**config.mk**
```make
export PLATFORM = sky130hd
export DESIGN_NAME = glob_to_regex_translator_flat
export DESIGN_NICKNAME = d
export VERILOG_FILES = /design/src/sv/g2r_pkg.sv /design/src/sv/g2r_in_if.sv /design/src/sv/g2r_out_if.sv /design/src/sv/g2r_xlate.sv /design/src/sv/g2r_serial.sv /design/src/sv/glob_to_regex_translator.sv /design/src/flat_wrapper.sv
export SDC_FILE = /design/constraint.sdc
export NUM_CORES = 1
export LEC_CHECK = 0
export BUFFER_PORTS_ARGS = -buffer_cell sky130_fd_sc_hd__buf_2
export CORE_MARGIN = 2
export CORE_UTILIZATION = 60
export CTS_CLUSTER_SIZE = 28
export DETAILED_ROUTE_END_ITERATION = 8
export PLACE_DENSITY_LB_ADDON = 0.08
export SYNTH_ARGS = -nofsm -noshare
export SYNTH_HDL_FRONTEND = slang
export SYNTH_SLANG_ARGS = --single-unit
```
**constraint.sdc**
```tcl
create_clock -name i_clk -period 5.7 [get_ports i_clk]
set_input_delay 0.855 -clock i_clk [delete_from_list [all_inputs] [get_ports i_clk]]
set_output_delay 0.855 -clock i_clk [all_outputs]
set_load 0.03 [all_outputs]
```
**src/sv/g2r_pkg.sv**
```systemverilog
package g2r_pkg;

    localparam int MAX_BRACE_DEPTH_DEF = 15;
    localparam int MAX_RUN             = 4;
    localparam int RUN_CNT_W           = $clog2(MAX_RUN + 1);
    localparam int RUN_IDX_W           = $clog2(MAX_RUN);

    typedef logic [7:0] t_byte;

    localparam t_byte CH_STAR   = 8'h2A;
    localparam t_byte CH_QUES   = 8'h3F;
    localparam t_byte CH_DOT    = 8'h2E;
    localparam t_byte CH_LPAR   = 8'h28;
    localparam t_byte CH_RPAR   = 8'h29;
    localparam t_byte CH_PLUS   = 8'h2B;
    localparam t_byte CH_PIPE   = 8'h7C;
    localparam t_byte CH_CARET  = 8'h5E;
    localparam t_byte CH_DOLLAR = 8'h24;
    localparam t_byte CH_AT     = 8'h40;
    localparam t_byte CH_PCT    = 8'h25;
    localparam t_byte CH_BSL    = 8'h5C;
    localparam t_byte CH_LBRACE = 8'h7B;
    localparam t_byte CH_RBRACE = 8'h7D;
    localparam t_byte CH_COMMA  = 8'h2C;

    typedef struct packed {
        t_byte [MAX_RUN-1:0]  bytes;
        logic [RUN_CNT_W-1:0] count;
        logic                 eop;
    } t_group;

endpackage

```
**src/sv/g2r_in_if.sv**
```systemverilog
interface g2r_in_if;
    import g2r_pkg::*;

    logic  valid;
    logic  ready;
    t_byte glob_byte;
    logic  first_of_glob;
    logic  last_of_glob;

    modport source (output valid, output glob_byte, output first_of_glob,
                    output last_of_glob, input ready);
    modport sink   (input valid, input glob_byte, input first_of_glob,
                    input last_of_glob, output ready);
endinterface

```
**src/sv/g2r_out_if.sv**
```systemverilog
interface g2r_out_if;
    import g2r_pkg::*;

    logic  valid;
    logic  ready;
    t_byte out_byte;
    logic  last_of_run;
    logic  end_of_pattern;

    modport source (output valid, output out_byte, output last_of_run,
                    output end_of_pattern, input ready);
    modport sink   (input valid, input out_byte, input last_of_run,
                    input end_of_pattern, output ready);
endinterface

```
**src/sv/g2r_xlate.sv**
```systemverilog
module g2r_xlate
    import g2r_pkg::*;
#(
    parameter int MAX_BRACE_DEPTH = MAX_BRACE_DEPTH_DEF
) (
    input  logic   i_clk,
    input  logic   i_rst_n,
    input  logic   i_take,
    input  t_byte  i_glob_byte,
    input  logic   i_first,
    input  logic   i_last,
    output t_group o_group
);

    localparam int DEPTH_W = $clog2(MAX_BRACE_DEPTH + 1);
    localparam logic [DEPTH_W-1:0] DEPTH_MAX = DEPTH_W'(MAX_BRACE_DEPTH);

    logic               r_escape;
    logic [DEPTH_W-1:0] r_depth;
    logic               n_escape;
    logic [DEPTH_W-1:0] n_depth;

    always_ff @(posedge i_clk) begin
        if (!i_rst_n) begin
            r_escape <= 1'b0;
            r_depth  <= '0;
        end else if (i_take) begin
            r_escape <= n_escape;
            r_depth  <= n_depth;
        end
    end

    always_comb begin
        logic               esc;
        logic [DEPTH_W-1:0] depth;
        logic [RUN_CNT_W-1:0] k;
        t_byte [MAX_RUN-1:0]  b;

        esc   = i_first ? 1'b0 : r_escape;
        depth = i_first ? '0 : r_depth;
        k     = '0;
        b     = '0;
        n_escape = 1'b0;
        n_depth  = depth;

        if (i_first) begin
            b[k[RUN_IDX_W-1:0]] = CH_CARET; k = k + 1'b1;
        end

        case (i_glob_byte)
            CH_STAR: begin
                b[k[RUN_IDX_W-1:0]] = esc ? CH_BSL : CH_DOT; k = k + 1'b1;
                b[k[RUN_IDX_W-1:0]] = CH_STAR; k = k + 1'b1;
            end
            CH_QUES: begin
                if (esc) begin
                    b[k[RUN_IDX_W-1:0]] = CH_BSL;  k = k + 1'b1;
                    b[k[RUN_IDX_W-1:0]] = CH_QUES; k = k + 1'b1;
                end else begin
                    b[k[RUN_IDX_W-1:0]] = CH_DOT;  k = k + 1'b1;
                end
            end
            CH_DOT, CH_LPAR, CH_RPAR, CH_PLUS, CH_PIPE,
            CH_CARET, CH_DOLLAR, CH_AT, CH_PCT: begin
                b[k[RUN_IDX_W-1:0]] = CH_BSL;      k = k + 1'b1;
                b[k[RUN_IDX_W-1:0]] = i_glob_byte; k = k + 1'b1;
            end
            CH_BSL: begin
                if (esc) begin
                    b[k[RUN_IDX_W-1:0]] = CH_BSL; k = k + 1'b1;
                    b[k[RUN_IDX_W-1:0]] = CH_BSL; k = k + 1'b1;
                end else begin
                    n_escape = 1'b1;
                end
            end
            CH_LBRACE: begin
                if (esc) begin
                    b[k[RUN_IDX_W-1:0]] = CH_BSL;    k = k + 1'b1;
                    b[k[RUN_IDX_W-1:0]] = CH_LBRACE; k = k + 1'b1;
                end else begin
                    b[k[RUN_IDX_W-1:0]] = CH_LPAR;   k = k + 1'b1;
                    if (depth < DEPTH_MAX) begin
                        n_depth = depth + 1'b1;
                    end
                end
            end
            CH_RBRACE: begin
                if (depth != '0 && !esc) begin
                    b[k[RUN_IDX_W-1:0]] = CH_RPAR;   k = k + 1'b1;
                    n_depth = depth - 1'b1;
                end else if (esc) begin
                    b[k[RUN_IDX_W-1:0]] = CH_BSL;    k = k + 1'b1;
                    b[k[RUN_IDX_W-1:0]] = CH_RBRACE; k = k + 1'b1;
                end else begin
                    b[k[RUN_IDX_W-1:0]] = CH_RBRACE; k = k + 1'b1;
                end
            end
            CH_COMMA: begin
                if (depth != '0 && !esc) begin
                    b[k[RUN_IDX_W-1:0]] = CH_PIPE;  k = k + 1'b1;
                end else if (esc) begin
                    b[k[RUN_IDX_W-1:0]] = CH_BSL;   k = k + 1'b1;
                    b[k[RUN_IDX_W-1:0]] = CH_COMMA; k = k + 1'b1;
                end else begin
                    b[k[RUN_IDX_W-1:0]] = CH_COMMA; k = k + 1'b1;
                end
            end
            default: begin
                b[k[RUN_IDX_W-1:0]] = i_glob_byte; k = k + 1'b1;
            end
        endcase

        if (i_last) begin
            b[k[RUN_IDX_W-1:0]] = CH_DOLLAR; k = k + 1'b1;
        end

        o_group.bytes = b;
        o_group.count = k;
        o_group.eop   = i_last;
    end

endmodule

```
**src/sv/g2r_serial.sv**
```systemverilog
module g2r_serial
    import g2r_pkg::*;
(
    input  logic      i_clk,
    input  logic      i_rst_n,
    input  logic      i_load,
    input  t_group    i_group,
    output logic      o_load_ok,
    g2r_out_if.source o_regex
);

    logic                 r_valid;
    t_byte [MAX_RUN-1:0]  r_bytes;
    logic [RUN_CNT_W-1:0] r_count;
    logic [RUN_IDX_W-1:0] r_idx;
    logic                 r_eop;
    logic                 last;
    logic                 xfer;

    assign last      = (RUN_CNT_W'(r_idx) == (r_count - 1'b1));
    assign xfer      = r_valid && o_regex.ready;
    assign o_load_ok = !r_valid || (xfer && last);

    assign o_regex.valid          = r_valid;
    assign o_regex.out_byte       = r_bytes[r_idx];
    assign o_regex.last_of_run    = last;
    assign o_regex.end_of_pattern = last && r_eop;

    always_ff @(posedge i_clk) begin
        if (!i_rst_n) begin
            r_valid <= 1'b0;
            r_idx   <= '0;
        end else if (i_load) begin
            r_valid <= 1'b1;
            r_idx   <= '0;
        end else if (xfer) begin
            if (last) begin
                r_valid <= 1'b0;
            end else begin
                r_idx <= r_idx + 1'b1;
            end
        end
    end

    always_ff @(posedge i_clk) begin
        if (i_load) begin
            r_bytes <= i_group.bytes;
            r_count <= i_group.count;
            r_eop   <= i_group.eop;
        end
    end

endmodule

```
**src/sv/glob_to_regex_translator.sv**
```systemverilog
// Glob to regular-expression translator.
// Input channel i_glob carries one glob byte per transfer, with marks for the
// first and last byte of a glob. Output channel o_regex carries one regex
// byte per transfer; last_of_run marks the final byte caused by one input
// byte and end_of_pattern marks the closing '$'.
// The first result byte of an accepted item is on o_regex in the next
// cycle. Each input byte yields 0 to 4 output bytes, sent one per cycle
// while o_regex.ready is high from a result register; the next item is
// accepted in the cycle the last byte of the current run transfers. Items
// of one output byte stream at one per cycle while o_regex.ready is high.
// A lone backslash yields nothing and is accepted whenever ready is high.
// Reset (synchronous, active low) clears the escape flag, the brace depth
// and the result register's valid flag. When the receiver stalls, the result
// register holds its byte and i_glob.ready drops until the run drains.
module glob_to_regex_translator
    import g2r_pkg::*;
#(
    parameter int MAX_BRACE_DEPTH = MAX_BRACE_DEPTH_DEF
) (
    input  logic      i_clk,
    input  logic      i_rst_n,
    g2r_in_if.sink    i_glob,
    g2r_out_if.source o_regex
);

    t_group group;
    logic   load;
    logic   load_ok;
    logic   accept;

    assign i_glob.ready = load_ok;
    assign accept       = i_glob.valid && i_glob.ready;
    assign load         = accept && (group.count != '0);

    g2r_xlate #(
        .MAX_BRACE_DEPTH(MAX_BRACE_DEPTH)
    ) u_xlate (
        .i_clk       (i_clk),
        .i_rst_n     (i_rst_n),
        .i_take      (accept),
        .i_glob_byte (i_glob.glob_byte),
        .i_first     (i_glob.first_of_glob),
        .i_last      (i_glob.last_of_glob),
        .o_group     (group)
    );

    g2r_serial u_serial (
        .i_clk     (i_clk),
        .i_rst_n   (i_rst_n),
        .i_load    (load),
        .i_group   (group),
        .o_load_ok (load_ok),
        .o_regex   (o_regex)
    );

    a_first_caret: assert property (@(posedge i_clk) disable iff (!i_rst_n)
        accept && i_glob.first_of_glob |=> o_regex.valid && o_regex.out_byte == CH_CARET)
        else $error("glob start did not lead with caret");

    a_load_shows: assert property (@(posedge i_clk) disable iff (!i_rst_n)
        load |=> o_regex.valid)
        else $error("loaded run not presented");

    a_eop_dollar: assert property (@(posedge i_clk) disable iff (!i_rst_n)
        o_regex.valid && o_regex.end_of_pattern |->
            o_regex.last_of_run && o_regex.out_byte == CH_DOLLAR)
        else $error("end of pattern not on closing dollar");

endmodule

```
**src/flat_wrapper.sv**
```systemverilog
// flat-port wrapper written by rule: the top's interface ports become plain ports
module glob_to_regex_translator_flat import g2r_pkg::*;
#(
    parameter int MAX_BRACE_DEPTH = MAX_BRACE_DEPTH_DEF
)
  (i_clk, i_rst_n, i_glob_valid, i_glob_glob_byte, i_glob_first_of_glob, i_glob_last_of_glob, i_glob_ready, o_regex_valid, o_regex_out_byte, o_regex_last_of_run, o_regex_end_of_pattern, o_regex_ready);
  g2r_in_if i_glob_i ();
  g2r_out_if o_regex_i ();
  input  logic i_clk;
  input  logic i_rst_n;
  input wire logic [$bits(i_glob_i.valid)-1:0] i_glob_valid;
  input wire logic [$bits(i_glob_i.glob_byte)-1:0] i_glob_glob_byte;
  input wire logic [$bits(i_glob_i.first_of_glob)-1:0] i_glob_first_of_glob;
  input wire logic [$bits(i_glob_i.last_of_glob)-1:0] i_glob_last_of_glob;
  output wire logic [$bits(i_glob_i.ready)-1:0] i_glob_ready;
  output wire logic [$bits(o_regex_i.valid)-1:0] o_regex_valid;
  output wire logic [$bits(o_regex_i.out_byte)-1:0] o_regex_out_byte;
  output wire logic [$bits(o_regex_i.last_of_run)-1:0] o_regex_last_of_run;
  output wire logic [$bits(o_regex_i.end_of_pattern)-1:0] o_regex_end_of_pattern;
  input wire logic [$bits(o_regex_i.ready)-1:0] o_regex_ready;
  assign i_glob_i.valid = i_glob_valid;
  assign i_glob_i.glob_byte = i_glob_glob_byte;
  assign i_glob_i.first_of_glob = i_glob_first_of_glob;
  assign i_glob_i.last_of_glob = i_glob_last_of_glob;
  assign i_glob_ready = i_glob_i.ready;
  assign o_regex_valid = o_regex_i.valid;
  assign o_regex_out_byte = o_regex_i.out_byte;
  assign o_regex_last_of_run = o_regex_i.last_of_run;
  assign o_regex_end_of_pattern = o_regex_i.end_of_pattern;
  assign o_regex_i.ready = o_regex_ready;
  glob_to_regex_translator #(.MAX_BRACE_DEPTH(MAX_BRACE_DEPTH)) u_core (.i_clk(i_clk), .i_rst_n(i_rst_n), .i_glob(i_glob_i), .o_regex(o_regex_i));
endmodule
```
==> results of run 1 <==
==> critical path, delay by kind of cell <==
kind	cells	cell delay (ps)
adders and majority gates	1	310
and+or+nand+nor	3	930
buffers and inverters	3	540
AOI/OAI and AO/OA	5	1340
==> power by group through the flow <==
stage / sequential, mW / combinational [mW] / clock [mW]
6_report: 0.322 / 0.157 / 0.179
2_1_floorplan: 0.325 / 0.120 / 0
5_1_grt: 0.325 / 0.172 / 0.195
3_3_place_gp: 0.327 / 0.153 / 0
3_5_place_dp: 0.328 / 0.156 / 0
4_1_cts: 0.323 / 0.157 / 0.183
==> registers in the layout (all words and copies together), names as in the netlist <==
name,flops
u_core.u_serial.r_count,2
u_core.u_serial.r_bytes,25
u_core.u_serial.r_idx,2
u_core.u_xlate.r_depth,4
u_core.u_serial.o_regex.valid,1
u_core.u_serial.r_eop,1
u_core.u_xlate.r_escape,1
==> Yosys cell counts, drive strengths merged, types with 2 or more instances <==
cell type / count
nand2: 30
edfxtp: 28
o21ai: 27
nor2: 24
a21oi: 19
nor3: 18
inv: 13
buf: 12
nand3: 12
and2: 8
dfxtp: 8
ha: 7
a211oi: 6
and3: 6
clkbuf: 6
mux2i: 6
xor2: 6
nand2b: 5
a22oi: 4
nand3b: 4
nand4: 4
nor2b: 4
nor4: 4
a211o: 3
a221oi: 3
a31oi: 3
o21a: 3
or2: 3
or3: 3
a221o: 2
mux4: 2
nand4b: 2
nor4b: 2
o221ai: 2
o22ai: 2
or2b: 2
xnor2: 2
==> through the flow <==
step / util / total power, mW / cells / worst slack [ps]
after floorplan: - / 0.445 / 310 / 1250
after global placement: 0.643 / 0.481 / 370 / 1450
after detailed placement: 0.643 / 0.484 / 370 / 1460
after CTS: 0.664 / 0.662 / 378 / 1750
after global routing: 0.664 / 0.692 / 378 / 1590
final: 0.664 / 0.659 / 378 / 1710
==> layout make-up <==
type / instances / area, µm² / share of cell area
clock inverters: 1 / 3.75 / 0.00130
repair buffers: 26 / 133 / 0.0459
multi-input cells: 243 / 1550 / 0.537
well taps: 52 / 65.1 / 0.0225
inverters: 13 / 48.8 / 0.0169
flip-flops and latches: 36 / 1000 / 0.346
clock buffers: 7 / 86.3 / 0.0299
==> cells by family (layout without fill, tap and decap cells) <==
logic type,count (synthesis),in the layout
other cells,1,1
buf+inv,31,47
fa+ha+maj,8,8
simple gates,135,135
flops,36,36
mux,9,9
xor+xnor,8,8
compound gates,82,82
==> placed cells by master, fill, tap and decap left out, types with 7 or more instances in the layout <==
cell type	count
a21oi_1	18
and2_1	8
buf_2	25
dfxtp_1	8
edfxtp_1	28
ha_1	7
inv_1	12
nand2_1	30
nand3_1	11
nor2_1	24
nor3_1	18
o21ai_0	26
==> how the worst min path moves through the flow <==
| stage | start | to | slack [ps] | depth (start not counted) |
|---|---|---|---|---|
| after floorplan | u_core.u_xlate.r_depth[3]$_SDFFE_PN0P_ | u_core.u_xlate.r_depth[3]$_SDFFE_PN0P_ | 510 | 2 |
| after global placement | u_core.u_xlate.r_depth[3]$_SDFFE_PN0P_ | u_core.u_xlate.r_depth[3]$_SDFFE_PN0P_ | 570 | 2 |
| after detailed placement | u_core.u_xlate.r_depth[3]$_SDFFE_PN0P_ | u_core.u_xlate.r_depth[3]$_SDFFE_PN0P_ | 580 | 2 |
| after CTS | u_core.u_xlate.r_depth[3]$_SDFFE_PN0P_ | u_core.u_xlate.r_depth[3]$_SDFFE_PN0P_ | 590 | 2 |
| after global routing | u_core.u_xlate.r_depth[3]$_SDFFE_PN0P_ | u_core.u_xlate.r_depth[3]$_SDFFE_PN0P_ | 620 | 2 |
| final | u_core.u_xlate.r_depth[3]$_SDFFE_PN0P_ | u_core.u_xlate.r_depth[3]$_SDFFE_PN0P_ | 600 | 2 |
==> layer usage <==
layer  global-route usage  up-vias  wire [µm]
met2                0.417       97       3000
met4               0.0922        0        139
met5                    0        -          0
met1                0.374     1113       2840
li1                     -     1179          -
met3               0.0422       17        452
==> impl_metrics.env, run 1 <==
export IMPL_grt_pass1_wl_um=10600
export IMPL_dpl_hpwl_um=4780
export IMPL_synth_xor_xnor_area_share=0.0258
export IMPL_ant_nets=0
export IMPL_synth_fa_ha_area_frac=0.0359
export IMPL_synth_ff_type="edfxtp_1"
export IMPL_synth_cells=310
export IMPL_post_cts_buffers=0
export IMPL_die_area_um2=5080
export IMPL_power_switching_uw=199
export IMPL_clock_latency_ps=290
export IMPL_timing_critical_path_mode_cell="a211oi_1"
export IMPL_placed_area_um2=2800
export IMPL_syn_nets=331
export IMPL_start_util=0.624
export IMPL_clk_pin_slew_ps=70
export IMPL_ys_async_sr_fraction=0
export IMPL_grt_max_degree=34
export IMPL_cp_start_kind="input port"
export IMPL_area_growth_syn_to_layout_pct=6.35
export IMPL_status="completed"
export IMPL_yosysWarnings=0
export IMPL_sw_frac_of_total=0.302
export IMPL_crit_path_start="i_glob_glob_byte[0]"
export IMPL_r2r_cells=9
export IMPL_fp_dieH_um=71.3
export IMPL_gp_congestion=0.970
export IMPL_synth_top_area_frac=0.309
export IMPL_cts_tree="yes"
export IMPL_path_max_fanout=30
export IMPL_clock_sinks=36
export IMPL_leakagePower_nw=1.07
export IMPL_avgSynthCellArea_um2=8.77
export IMPL_max_cap_viol_count=0
export IMPL_holdCritPathClass="reg -> reg"
export IMPL_drc=0
export IMPL_io_pins=26
export IMPL_r2r_start="u_core.u_xlate.r_escape$_SDFFE_PN0P_"
export IMPL_fin_crit_ps=3990
export IMPL_diodes=0
export IMPL_period_share=0.700
export IMPL_rsz0062_at_grt="false"
export IMPL_cts_repair_resized=0
export IMPL_synth_edff_count=28
export IMPL_synthSimpleGateAreaFrac=0.262
export IMPL_worst_slew_pin_slew_ps=994
export IMPL_timing_rr_end="u_core.u_serial.r_bytes[10]$_DFFE_PP_"
export IMPL_slew_viol_final=0
export IMPL_track_usage=0.265
export IMPL_final_area_um2=2890
export IMPL_slowest_stage="a211oi_1"
export IMPL_cp_arrival_ps=4000
export IMPL_combPwrFrac=0.239
export IMPL_drt_iter0_markers=260
export IMPL_ys_top_cells_by_area="edfxtp_1, dfxtp_1, o21ai_0, nand2_1, a21oi_1"
export IMPL_firstDrtPassIters=6
export IMPL_ys_types=62
export IMPL_io_buffers=25
export IMPL_clockRootBuffer="clkbuf_8"
export IMPL_worstPathRequired_ps=5710
export IMPL_hold_ws_ps=598
export IMPL_synth_seq_area_share=0.368
export IMPL_antenna_found_initial=0
export IMPL_skew_ps=7.94
export IMPL_nets=346
export IMPL_crit_end="u_core.u_serial.r_bytes[15]$_DFFE_PP_"
export IMPL_power_frac_clock=0.272
export IMPL_final_setup_viol_count=0
export IMPL_fillers=369
export IMPL_muxShareOfSynthArea=0.0428
export IMPL_slew_headroom=0.331
export IMPL_via_per_inst=6.37
export IMPL_synth_seq_cells=36
export IMPL_gr_total_overflow=0
export IMPL_synth_top_family_by_area="simple AND/OR/NAND/NOR gates"
export IMPL_rows=24
export IMPL_cts_buffer_depth=2
export IMPL_reg2reg_slack_ps=2920
export IMPL_cellInternalPower_uw=460
export IMPL_die_width_um=71.3
export IMPL_end_kind="flop"
export IMPL_hold_viol_final=0
export IMPL_crit_chain="buf_2 -> or3_4 -> a211oi_1 -> a311o_1 -> or4_1 -> a21oi_4 -> ha_1 -> inv_1 -> nand3b_1 -> a211oi_1 -> a211oi_4 -> buf_4"
export IMPL_synth_compound_area_share=0.201
export IMPL_h_tree_depth=2
export IMPL_vdd_drop_max_uv=97.2
export IMPL_cts_hold_buf=0
export IMPL_slowest_delay_ps=440
export IMPL_fmax_ghz=0.250
export IMPL_synth_area_um2=2720
export IMPL_layout_drive_gt1_share=0.147
export IMPL_wl_per_cell_um=17.0
export IMPL_grt_pass1_vias=2211
export IMPL_wirelength_um=6430
export IMPL_core_area_um2=4350
export IMPL_vias=2406
export IMPL_synth_area_leader_cell="edfxtp_1"
export IMPL_criticalPathCategory="in -> reg"
export IMPL_power_share_sequential=0.489
export IMPL_powerDensity_nw_per_um2=228
export IMPL_cts_buffers=5
export IMPL_fin_setup_tns_ps=0
Note: power is estimated with default switching activity, not from simulation.
==> inputs of run 2 (changes only) <==
Clock period 5.7 ns to 4.1 ns, I/O delays scaled along.
==> impl_metrics.env, run 2 (synthesized netlist as in run 1, its figures left out) <==
export IMPL_status="completed"
export IMPL_area_growth_syn_to_layout_pct=7.41
export IMPL_drc=0
export IMPL_cp_start_kind="input port"
export IMPL_final_area_um2=2920
export IMPL_top_register="u_core.u_serial.r_bytes"
export IMPL_slew_viol_final=0
export IMPL_max_cap_viol_count=0
export IMPL_sw_frac_of_total=0.307
export IMPL_mostFrequentLayoutCells="nand2_1, edfxtp_1, o21ai_0, buf_2, nor2_1"
export IMPL_wirelength_um=6700
export IMPL_io_buffers=25
export IMPL_reg_top3="u_core.u_serial.r_bytes: 25 flops, u_core.u_xlate.r_depth: 4 flops"
export IMPL_cp_arrival_ps=3710
export IMPL_cts_tree="yes"
export IMPL_clockRootBuffer="clkbuf_8"
export IMPL_fp_dieH_um=71.3
export IMPL_antenna_found_initial=0
export IMPL_die_area_um2=5080
export IMPL_nets=351
export IMPL_diodes=0
export IMPL_gp_congestion=0.989
export IMPL_slew_headroom=0.397
export IMPL_core_area_um2=4350
export IMPL_clock_sinks=36
export IMPL_layout_drive_gt1_share=0.160
export IMPL_gr_total_overflow=0
export IMPL_grt_pass1_wl_um=10600
export IMPL_firstDrtPassIters=5
export IMPL_wl_per_cell_um=17.5
export IMPL_die_width_um=71.3
export IMPL_cellInternalPower_uw=626
export IMPL_fmax_ghz=0.271
export IMPL_worst_slew_pin_slew_ps=897
export IMPL_total_power_uw=903
export IMPL_grt_max_degree=34
export IMPL_path_max_fanout=16
export IMPL_fillers=362
export IMPL_vdd_drop_max_uv=116
export IMPL_combPwrFrac=0.246
export IMPL_hold_viol_final=0
export IMPL_ant_nets=0
export IMPL_end_kind="flop"
export IMPL_skew_ps=4.00
export IMPL_vias=2468
export IMPL_power_share_sequential=0.496
export IMPL_cts_buffer_depth=2
export IMPL_track_usage=0.268
export IMPL_powerDensity_nw_per_um2=309
export IMPL_hold_ws_ps=592
export IMPL_cts_buffers=5
export IMPL_rows=24
export IMPL_start_util=0.624
export IMPL_holdCritPathClass="reg -> reg"
export IMPL_dpl_hpwl_um=4910
export IMPL_criticalPathCategory="in -> reg"
export IMPL_largest_reg_flops=25
export IMPL_clk_pin_slew_ps=60
export IMPL_fin_crit_ps=3690
export IMPL_final_setup_viol_count=0
export IMPL_period_share=0.899
export IMPL_h_tree_depth=2
export IMPL_post_cts_buffers=0
export IMPL_drt_iter0_markers=209
export IMPL_power_switching_uw=277
export IMPL_worstPathRequired_ps=4130
export IMPL_cts_hold_buf=0
export IMPL_final_common_cell="nand2_1"
export IMPL_grt_pass1_vias=2182
export IMPL_fin_util=0.670
export IMPL_placed_area_um2=2840
export IMPL_leakagePower_nw=1.10
export IMPL_fin_setup_tns_ps=0
export IMPL_via_per_inst=6.44
export IMPL_rsz0062_at_grt="false"
export IMPL_clock_latency_ps=280
export IMPL_io_pins=26
export IMPL_cts_repair_resized=0
export IMPL_power_frac_clock=0.258
==> run 2: changes by cell type in the layout (fill, tap and decap cells not counted), sizes merged <==
cell | before | now
buf | 26 | 31
==> run 2: worst max-delay path, cell delays in order <==
cell and delay, ps:
buf_2 200, or3_4 420, a211oi_1 470, a311o_1 350, o31a_1 220, nand2b_1 170, inv_1 80, ha_1 220
and2_1 210, or3b_2 470, a221o_1 280
==> run 2: worst paths after layout <==
kind | start | end | slack, ps | cells past startpoint
worst max-delay path | i_glob_glob_byte[0] | u_core.u_serial.r_bytes[10]$_DFFE_PP_ | 410 | 11
worst min-delay path | u_core.u_xlate.r_depth[3]$_SDFFE_PN0P_ | u_core.u_xlate.r_depth[3]$_SDFFE_PN0P_ | 590 | 2
worst max register to register | u_core.u_serial.r_idx[1]$_SDFFE_PP0P_ | u_core.u_serial.r_bytes[23]$_DFFE_PP_ | 1310 | 6
worst min register to register | u_core.u_xlate.r_depth[3]$_SDFFE_PN0P_ | u_core.u_xlate.r_depth[3]$_SDFFE_PN0P_ | 590 | 2
==> run 2: layout make-up <==
class | instances | area (µm²) | share of cell area
multi-input combinational | 243 | 1550 | 0.532
sequential | 36 | 1000 | 0.343
timing repair buffer | 31 | 170 | 0.0583
clock buffer | 7 | 76.3 | 0.0261
tap | 52 | 65.1 | 0.0223
inverter | 13 | 48.8 | 0.0167
clock inverter | 1 | 5.00 | 0.00171
==> run 2: metal layers <==
layer	wire length, µm	track usage	vias up
met3	544	0.0549	18
met2	3180	0.429	142
met5	0	0	-
li1	-	-	1192
met1	2830	0.364	1116
met4	142	0.0964	0
==> run 2: power groups by stage <==
stage               logic (mW)  clock network, mW  registers (mW)
finish                   0.222              0.233           0.448
global route             0.241              0.258           0.451
CTS                      0.220              0.239           0.448
detailed placement       0.219                  0           0.456
global placement         0.216                  0           0.455
floorplan                0.169                  0           0.452
==> run 2: stage by stage <==
step / instances / setup slack, ps
after global routing: 383 / 237
after floorplan: 310 / 317
after CTS: 383 / 496
final: 383 / 413
after global placement: 375 / 231
after detailed placement: 375 / 230
